<file path="src/rtl/core/htcb_pkg.sv">
// Package for the HTML tag and comment blanker.
// Holds the character width, character codes and the structs shared by
// the blanker modules. No dependencies.
`default_nettype none

package htcb_pkg;

    localparam int CHAR_BITS = 16;

    typedef logic [CHAR_BITS-1:0] char_t;

    localparam char_t CH_LT     = char_t'(8'h3C);
    localparam char_t CH_BANG   = char_t'(8'h21);
    localparam char_t CH_DASH   = char_t'(8'h2D);
    localparam char_t CH_GT     = char_t'(8'h3E);
    localparam char_t CH_SQUOTE = char_t'(8'h27);
    localparam char_t CH_DQUOTE = char_t'(8'h22);
    localparam char_t CH_SPACE  = char_t'(8'h20);

    // Parser flags carried from character to character.
    typedef struct packed {
        logic cmt;
        logic tag;
        logic sq;
        logic dq;
    } htcb_flags_t;

    // One character beat with its end-of-text mark.
    typedef struct packed {
        logic  valid;
        char_t code;
        logic  last;
    } htcb_item_t;

endpackage

`default_nettype wire

</file>
<file path="src/rtl/core/htcb_blank.sv">
// Combinational decision for one character: updates the comment, tag and
// quote flags and picks the original character or a space.
// Depends on htcb_pkg.
`default_nettype none

module htcb_blank (
    input  wire htcb_pkg::char_t      ch,
    input  wire htcb_pkg::char_t      la0,
    input  wire htcb_pkg::char_t      la1,
    input  wire htcb_pkg::char_t      la2,
    input  wire logic                 la_ok,
    input  wire htcb_pkg::char_t      beh0,
    input  wire htcb_pkg::char_t      beh1,
    input  wire logic                 beh_ok,
    input  wire htcb_pkg::htcb_flags_t flags,
    input  wire logic                 blank_tags,
    output htcb_pkg::htcb_flags_t     flags_next,
    output htcb_pkg::char_t           res_code
);
    import htcb_pkg::*;

    logic cmt1;
    logic closed_cmt;
    logic tag1;
    logic closed_tag;
    logic sq1;
    logic dq1;

    always_comb begin
        cmt1       = flags.cmt;
        closed_cmt = 1'b0;
        if (!flags.cmt && !flags.sq && !flags.dq && !flags.tag && la_ok) begin
            if (ch == CH_LT && la0 == CH_BANG && la1 == CH_DASH && la2 == CH_DASH) begin
                cmt1 = 1'b1;
            end
        end else if (flags.cmt && beh_ok) begin
            if (ch == CH_GT && beh0 == CH_DASH && beh1 == CH_DASH) begin
                cmt1       = 1'b0;
                closed_cmt = 1'b1;
            end
        end

        tag1       = flags.tag;
        closed_tag = 1'b0;
        if (!flags.sq && !flags.dq && !cmt1 && !closed_cmt) begin
            if (!flags.tag && ch == CH_LT) begin
                tag1 = 1'b1;
            end else if (flags.tag && ch == CH_GT) begin
                tag1       = 1'b0;
                closed_tag = 1'b1;
            end
        end

        // Quotes only count inside a tag, and one kind masks the other.
        sq1 = flags.sq;
        if (!cmt1 && !flags.dq && tag1 && ch == CH_SQUOTE) begin
            sq1 = !flags.sq;
        end
        dq1 = flags.dq;
        if (!cmt1 && !sq1 && tag1 && ch == CH_DQUOTE) begin
            dq1 = !flags.dq;
        end

        flags_next.cmt = cmt1;
        flags_next.tag = tag1;
        flags_next.sq  = sq1;
        flags_next.dq  = dq1;

        res_code = ch;
        if ((blank_tags && (tag1 || closed_tag)) || cmt1 || closed_cmt) begin
            res_code = CH_SPACE;
        end
    end

endmodule

`default_nettype wire

</file>
<file path="src/rtl/core/htcb_core.sv">
// Lookahead queue, history and flag state of the blanker, plus the
// end-of-text drain sequencer. Emits at most one character per cycle.
// Depends on htcb_pkg and htcb_blank.
`default_nettype none

module htcb_core (
    input  wire logic                aclk,
    input  wire logic                aresetn,
    input  wire htcb_pkg::htcb_item_t in_item,
    input  wire logic                out_ok,
    input  wire logic                blank_tags,
    output logic                     consume,
    output htcb_pkg::htcb_item_t     emit
);
    import htcb_pkg::*;

    char_t       q_reg [0:3];
    logic [2:0]  qn_reg;
    logic [2:0]  qn_next;
    logic        drain_reg;
    logic        drain_next;
    htcb_flags_t flags_reg;
    htcb_flags_t flags_next;
    char_t       beh0_reg;
    char_t       beh1_reg;
    logic [1:0]  beh_cnt_reg;
    logic [1:0]  beh_cnt_next;

    char_t       la2;
    logic        la_ok;
    logic        emit_req;
    logic        do_emit;
    logic        do_store;
    htcb_flags_t blk_flags;
    char_t       blk_code;

    htcb_blank u_blank (
        .ch         (q_reg[0]),
        .la0        (q_reg[1]),
        .la1        (q_reg[2]),
        .la2        (la2),
        .la_ok      (la_ok),
        .beh0       (beh0_reg),
        .beh1       (beh1_reg),
        .beh_ok     (beh_cnt_reg == 2'd2),
        .flags      (flags_reg),
        .blank_tags (blank_tags),
        .flags_next (blk_flags),
        .res_code   (blk_code)
    );

    always_comb begin
        la2      = drain_reg ? q_reg[3] : in_item.code;
        la_ok    = drain_reg ? (qn_reg == 3'd4) : 1'b1;
        emit_req = drain_reg || (in_item.valid && !in_item.last && qn_reg == 3'd3);
        do_emit  = emit_req && out_ok;
        // A beat that only fills the queue needs no output room.
        do_store = !drain_reg && in_item.valid && !emit_req;
        consume  = !drain_reg && in_item.valid && (do_store || do_emit);

        emit.valid = do_emit;
        emit.code  = blk_code;
        emit.last  = drain_reg && qn_reg == 3'd1;

        qn_next      = qn_reg;
        drain_next   = drain_reg;
        flags_next   = flags_reg;
        beh_cnt_next = beh_cnt_reg;
        if (do_emit) begin
            flags_next = blk_flags;
            if (beh_cnt_reg != 2'd2) begin
                beh_cnt_next = beh_cnt_reg + 2'd1;
            end
            if (drain_reg) begin
                qn_next = qn_reg - 3'd1;
                if (qn_reg == 3'd1) begin
                    // Last character of the text: start the next text clean.
                    drain_next   = 1'b0;
                    flags_next   = '0;
                    beh_cnt_next = 2'd0;
                end
            end
        end else if (do_store) begin
            qn_next = qn_reg + 3'd1;
            if (in_item.last) begin
                drain_next = 1'b1;
            end
        end
    end

    always_ff @(posedge aclk) begin
        if (!aresetn) begin
            qn_reg      <= 3'd0;
            drain_reg   <= 1'b0;
            flags_reg   <= '0;
            beh_cnt_reg <= 2'd0;
        end else begin
            qn_reg      <= qn_next;
            drain_reg   <= drain_next;
            flags_reg   <= flags_next;
            beh_cnt_reg <= beh_cnt_next;
        end
    end

    always_ff @(posedge aclk) begin
        if (do_emit) begin
            beh1_reg <= beh0_reg;
            beh0_reg <= q_reg[0];
            q_reg[0] <= q_reg[1];
            q_reg[1] <= q_reg[2];
            q_reg[2] <= drain_reg ? q_reg[3] : in_item.code;
        end else if (do_store) begin
            q_reg[qn_reg[1:0]] <= in_item.code;
        end
    end

endmodule

`default_nettype wire

</file>
<file path="src/rtl/core/html_tag_comment_blanker_unit.sv">
// HTML tag and comment blanker, top level. One character beat per cycle
// while the output takes them, set by the single-character decision
// between input and output registers; each output lags its input by three
// characters plus those registers. An end-of-text beat drains up to four
// results, one per cycle as the output takes them; input is held off.
// Synchronous active-low reset clears all flags and queues; blank_tags = 1.
`default_nettype none

module html_tag_comment_blanker_unit (
    input  wire logic        aclk,
    input  wire logic        aresetn,
    input  wire logic        s_tvalid,
    output logic             s_tready,
    input  wire logic [15:0] s_tdata,   // [15:0] char_code
    input  wire logic        s_tlast,   // is_final
    output logic             m_tvalid,
    input  wire logic        m_tready,
    output logic [15:0]      m_tdata,   // [15:0] out_code
    output logic             m_tlast,   // out_final
    input  wire logic        cfg_valid,
    output logic             cfg_ready,
    input  wire logic        cfg_data   // blank_tags
);
    import htcb_pkg::*;

    logic       blank_tags_reg;
    logic       in_valid_reg;
    char_t      in_code_reg;
    logic       in_last_reg;
    logic       m_valid_reg;
    char_t      m_code_reg;
    logic       m_last_reg;
    logic       out_ok;
    logic       consume;
    logic       s_accept;
    htcb_item_t in_item;
    htcb_item_t emit;

    assign cfg_ready = 1'b1;
    assign out_ok    = !m_valid_reg || m_tready;
    assign s_tready  = !in_valid_reg || consume;
    assign s_accept  = s_tvalid && s_tready;

    assign in_item.valid = in_valid_reg;
    assign in_item.code  = in_code_reg;
    assign in_item.last  = in_last_reg;

    htcb_core u_core (
        .aclk       (aclk),
        .aresetn    (aresetn),
        .in_item    (in_item),
        .out_ok     (out_ok),
        .blank_tags (blank_tags_reg),
        .consume    (consume),
        .emit       (emit)
    );

    always_ff @(posedge aclk) begin
        if (!aresetn) begin
            blank_tags_reg <= 1'b1;
            in_valid_reg   <= 1'b0;
            m_valid_reg    <= 1'b0;
        end else begin
            if (cfg_valid) begin
                blank_tags_reg <= cfg_data;
            end
            if (s_accept) begin
                in_valid_reg <= 1'b1;
            end else if (consume) begin
                in_valid_reg <= 1'b0;
            end
            if (emit.valid) begin
                m_valid_reg <= 1'b1;
            end else if (m_tready) begin
                m_valid_reg <= 1'b0;
            end
        end
    end

    always_ff @(posedge aclk) begin
        if (s_accept) begin
            in_code_reg <= char_t'(s_tdata);
            in_last_reg <= s_tlast;
        end
        if (emit.valid) begin
            m_code_reg <= emit.code;
            m_last_reg <= emit.last;
        end
    end

    assign m_tvalid = m_valid_reg;
    assign m_tdata  = m_code_reg;
    assign m_tlast  = m_last_reg;

endmodule

`default_nettype wire

</file>
<file path="config.mk">
export PLATFORM = sky130hd
export DESIGN_NAME = html_tag_comment_blanker_unit
export DESIGN_NICKNAME = d
export VERILOG_FILES = /design/src/rtl/core/htcb_pkg.sv /design/src/rtl/core/htcb_blank.sv /design/src/rtl/core/htcb_core.sv /design/src/rtl/core/html_tag_comment_blanker_unit.sv
export SDC_FILE = /design/constraint.sdc
export NUM_CORES = 1
export LEC_CHECK = 0
export BUFFER_PORTS_ARGS = -buffer_cell sky130_fd_sc_hd__buf_2
export CORE_MARGIN = 2
export CORE_UTILIZATION = 59
export DETAILED_ROUTE_END_ITERATION = 8
export PLACE_DENSITY = 0.8
export SLEW_MARGIN = 10
export SYNTH_ARGS = -nofsm -noshare
export SYNTH_HDL_FRONTEND = slang
export SYNTH_SLANG_ARGS = --single-unit
</file>
<file path="constraint.sdc">
create_clock -name aclk -period 3.55 [get_ports aclk]
set_input_delay 0.355 -clock aclk [delete_from_list [all_inputs] [get_ports aclk]]
set_output_delay 0.355 -clock aclk [all_outputs]
set_load 0.005 [all_outputs]
</file>
==> results.yml <==
pwr:
  p_per_area_nw_per_um2: 583
  vdd_drop_max_uv: 350
  swShare_pct: 21.9
  leakage_nw: 2.42
  p_int_w: 0.00316
  p_seq_share_pct: 50.1
  p_comb_share_pct: 6.0
  clkPwrFrac_pct: 43.9
  power.switching_w: 0.000887
cells_and_area:
  antenna_cells: 0
  drive_above_1_share_pct: 29.5
  fin_nets: 465
  areaGrowthSynthToFinish_pct: 19.6
  largest_reg_flops: 64
critical_path:
  worstReg2RegEnd: "m_tdata[0]$_SDFFCE_PP0P_"
  path_buf_inv: 0
  cp.required_ps: 3780
  r2r_slack_ps: 750
  r2r_start: "u_core.q_reg[2][10]$_DFFE_PP_"
  cp_cell_sequence: "nor4_1, nand4_1, or4_4, nor4_4, nor3b_1"
  end_kind: "flip-flop"
  worstSetupPathType: "flip-flop to flip-flop"
  path_delay_family: "simple AND/OR/NAND/NOR gates"
  r2r_cells: 5
  startpoint_type: "flip-flop"
  crit_path_top_delay_cell: "nor4_4"
  critPathArrivalTime_ps: 3040
  cpPeakStageDelay_ps: 710
  crit_fanout: 15
timing:
  clock_skew_ps: 7.69
  finalCriticalPeriod_ps: 2800
  setup_tns_ps: 0
  worstMarginPinSlew_ps: 828
  maxSlewViolCount: 0
  setup_violations: 0
  hold_viol_final: 0
  fmax_mhz: 357
  setup_ws_ps: 746
  min_period_over_period_pct: 79.0
  rsz0062_at_grt: "no"
  slew_headroom_pct: 44.4
logic_synthesis:
  synth_common_cells: "edfxtp_1 (130), mux2_2 (47), nand2_1 (17), nor3b_1 (17), dfxtp_1 (13)"
  yosys-top-cells-area: "edfxtp_1 (67%), mux2_2 (9.1%), dfxtp_1 (4.5%)"
  synthesis.area_um2: 5800
  synth_cells: 360
  avgSynthCellArea_um2: 16.1
  synth_area_leader_cell: "edfxtp_1"
  yosys_warnings: 0
  synth_nets: 391
  ys_ff_latch: 143
  yosysTopAreaCellShare_pct: 67.3
  seq_area_frac_synth_pct: 71.8
  post-synth-top-count-cell: "edfxtp_1"
  async_reset_ff_share_pct: 0
  synth-edff-count: 130
  ys_types: 46
  synth_flop_cell: "edfxtp_1"
floorplanning:
  ios: 43
  start_util_pct: 60.2
  rows: 36
  die_w_um: 103
  die_area_um2: 10600
  die_height_um: 103
  core_um2: 9640
clock_tree:
  cts_tree: "built"
  clock-root-buffer: "clkbuf_8"
  clock_latency_ps: 530
  post_cts_buffers: 0
  cts_resized: 0
  numCtsBuffers: 17
  clk_path_buf_depth: 2
  htree_num_levels: 4
  clk_pin_slew_ps: 60
  cts_sinks: 143
job:
  drv_cap: 0
detailed_routing:
  drc: 0
  ant_nets: 0
  vias: 3312
  drt_wl_total_mm: 10.8
  vias_per_cell: 5.71
  dr.pass1.iters: 4
  wl_per_cell_um: 18.7
  drt-initial-drc-count: 156
placement:
  dp_slack_ps: 858
  dpl.hpwl_mm: 7.05
  gp_congestion: 0.888
  numPortBuffers: 41
grt:
  grtUsageTotal_pct: 22.6
  gr-total-overflow: 0
  antenna_found_initial: 0
  grt_pass1_vias: 3416
  grt_pass1_wl_mm: 17.4
  grt_max_degree: 42
worst_hold_path:
  min_from: "aresetn"
  hold_class: "input port to flip-flop"
  min_path_cells: 2
  hold_end: "blank_tags_reg$_SDFFE_PN1P_"
status:
  status: "complete, no violations"
[final cells by class]
| type | instances | area, um2 |
|---|---|---|
| Sequential cell | 143 | 4160 |
| Fill cell | 645 | 2700 |
| Multi-Input combinational cell | 196 | 1550 |
| Timing Repair Buffer | 64 | 420 |
| Clock buffer | 18 | 418 |
| Clock inverter | 14 | 180 |
| Tap cell | 133 | 166 |
| Inverter | 12 | 45.0 |
[cell usage in the layout, fill, tap and decap left out, types with 2 or more instances in the layout]
master,synthesis,final
nor3b_1,17,17
or4_1,5,5
nor2_1,12,12
buf_2,1,41
buf_4,1,6
clkbuf_16,0,16
edfxtp_1,130,130
nor4b_1,8,8
inv_6,0,5
xnor2_1,2,2
clkinv_4,0,3
clkinvlp_4,0,2
nor4bb_1,2,2
or3_1,5,5
a21o_1,2,2
nand2b_1,3,3
mux2_2,47,47
nor3_1,4,4
nor2b_1,3,3
mux2i_1,2,2
o31ai_1,2,2
nand2_1,17,17
inv_1,11,10
nand3_1,8,8
dlygate4sd3_1,0,17
and2_1,2,2
nand4_1,5,5
o21ai_0,5,5
nor4b_2,2,2
nor4_1,11,11
dfxtp_1,13,13
o211ai_1,2,2
ha_1,8,8
a21oi_1,8,8
bufinv_16,0,3
[through the flow]
step                      cells  utilization [%]  hold slack [ps]  area, um2  total power (W)
final                       580             72.0             23.9       6940          0.00405
after CTS                   580             72.0             9.31       6940          0.00406
after global routing        580             72.0             32.5       6940          0.00417
after global placement      531             64.0              425       6170          0.00227
after detailed placement    531             64.0              431       6170          0.00229
after floorplan             360                -              417       5800          0.00220
[power groups by stage]
stage / combinational, W / clock [W] / sequential [W]
after floorplan: 0.000162 / 0 / 0.00204
after global placement: 0.000213 / 0 / 0.00206
after detailed placement: 0.000224 / 0 / 0.00206
after CTS: 0.000244 / 0.00179 / 0.00203
after global routing: 0.000269 / 0.00186 / 0.00204
final: 0.000242 / 0.00178 / 0.00203
[logic make-up (layout without fill, tap and decap cells)]
| kind of cell | after synthesis | in the layout | synth area share, % |
|---|---|---|---|
| AND/OR/NAND/NOR | 110 | 110 | 12.2 |
| AO/OA/AOI/OAI | 25 | 25 | 2.74 |
| flip-flops | 143 | 143 | 71.8 |
| XOR/XNOR | 2 | 2 | 0.302 |
| buffers and inverters | 21 | 108 | 1.57 |
| multiplexers | 50 | 50 | 9.66 |
| adder cells (fa/ha/maj) | 8 | 8 | 1.73 |
| other | 1 | 1 | 0.0646 |
[layer usage]
layer	track usage (%)	share of wire [%]	up-vias
met3	6.17	4.0	15
met2	38.3	53	99
met5	0	0	-
met1	27.5	41	1634
met4	9.11	2.3	0
li1	-	-	1564
[worst register-to-register path, cell delays in order, from the launching register on]
cell,delay [ps]
edfxtp_1,410
nor4_1,490
nand4_1,180
or4_4,550
nor4_4,720
nor3b_1,160
[worst max-delay path by stage]
stage	from	to	cells past startpoint
6_report	u_core.q_reg[2][10]$_DFFE_PP_	m_tdata[0]$_SDFFCE_PP0P_	5
5_1_grt	u_core.drain_reg$_SDFFE_PN0P_	m_tdata[7]$_SDFFCE_PP0P_	6
4_1_cts	u_core.drain_reg$_SDFFE_PN0P_	m_tdata[13]$_SDFFCE_PP0P_	6
3_5_place_dp	u_core.drain_reg$_SDFFE_PN0P_	m_tdata[0]$_SDFFCE_PP0P_	5
3_3_place_gp	u_core.q_reg[2][10]$_DFFE_PP_	m_tdata[15]$_SDFFCE_PP0P_	5
2_1_floorplan	u_core.qn_reg[0]$_SDFFE_PN0P_	u_core.flags_reg[2]$_SDFFE_PN0P_	7
[what timing repair did]
item / 4_1_cts / 5_1_grt
hold endpoints to repair: 17 / 0
hold buffers: 17 / 0
endpoints found under the setup margin: 0 / 0
Power figures use the tool's default switching activity.
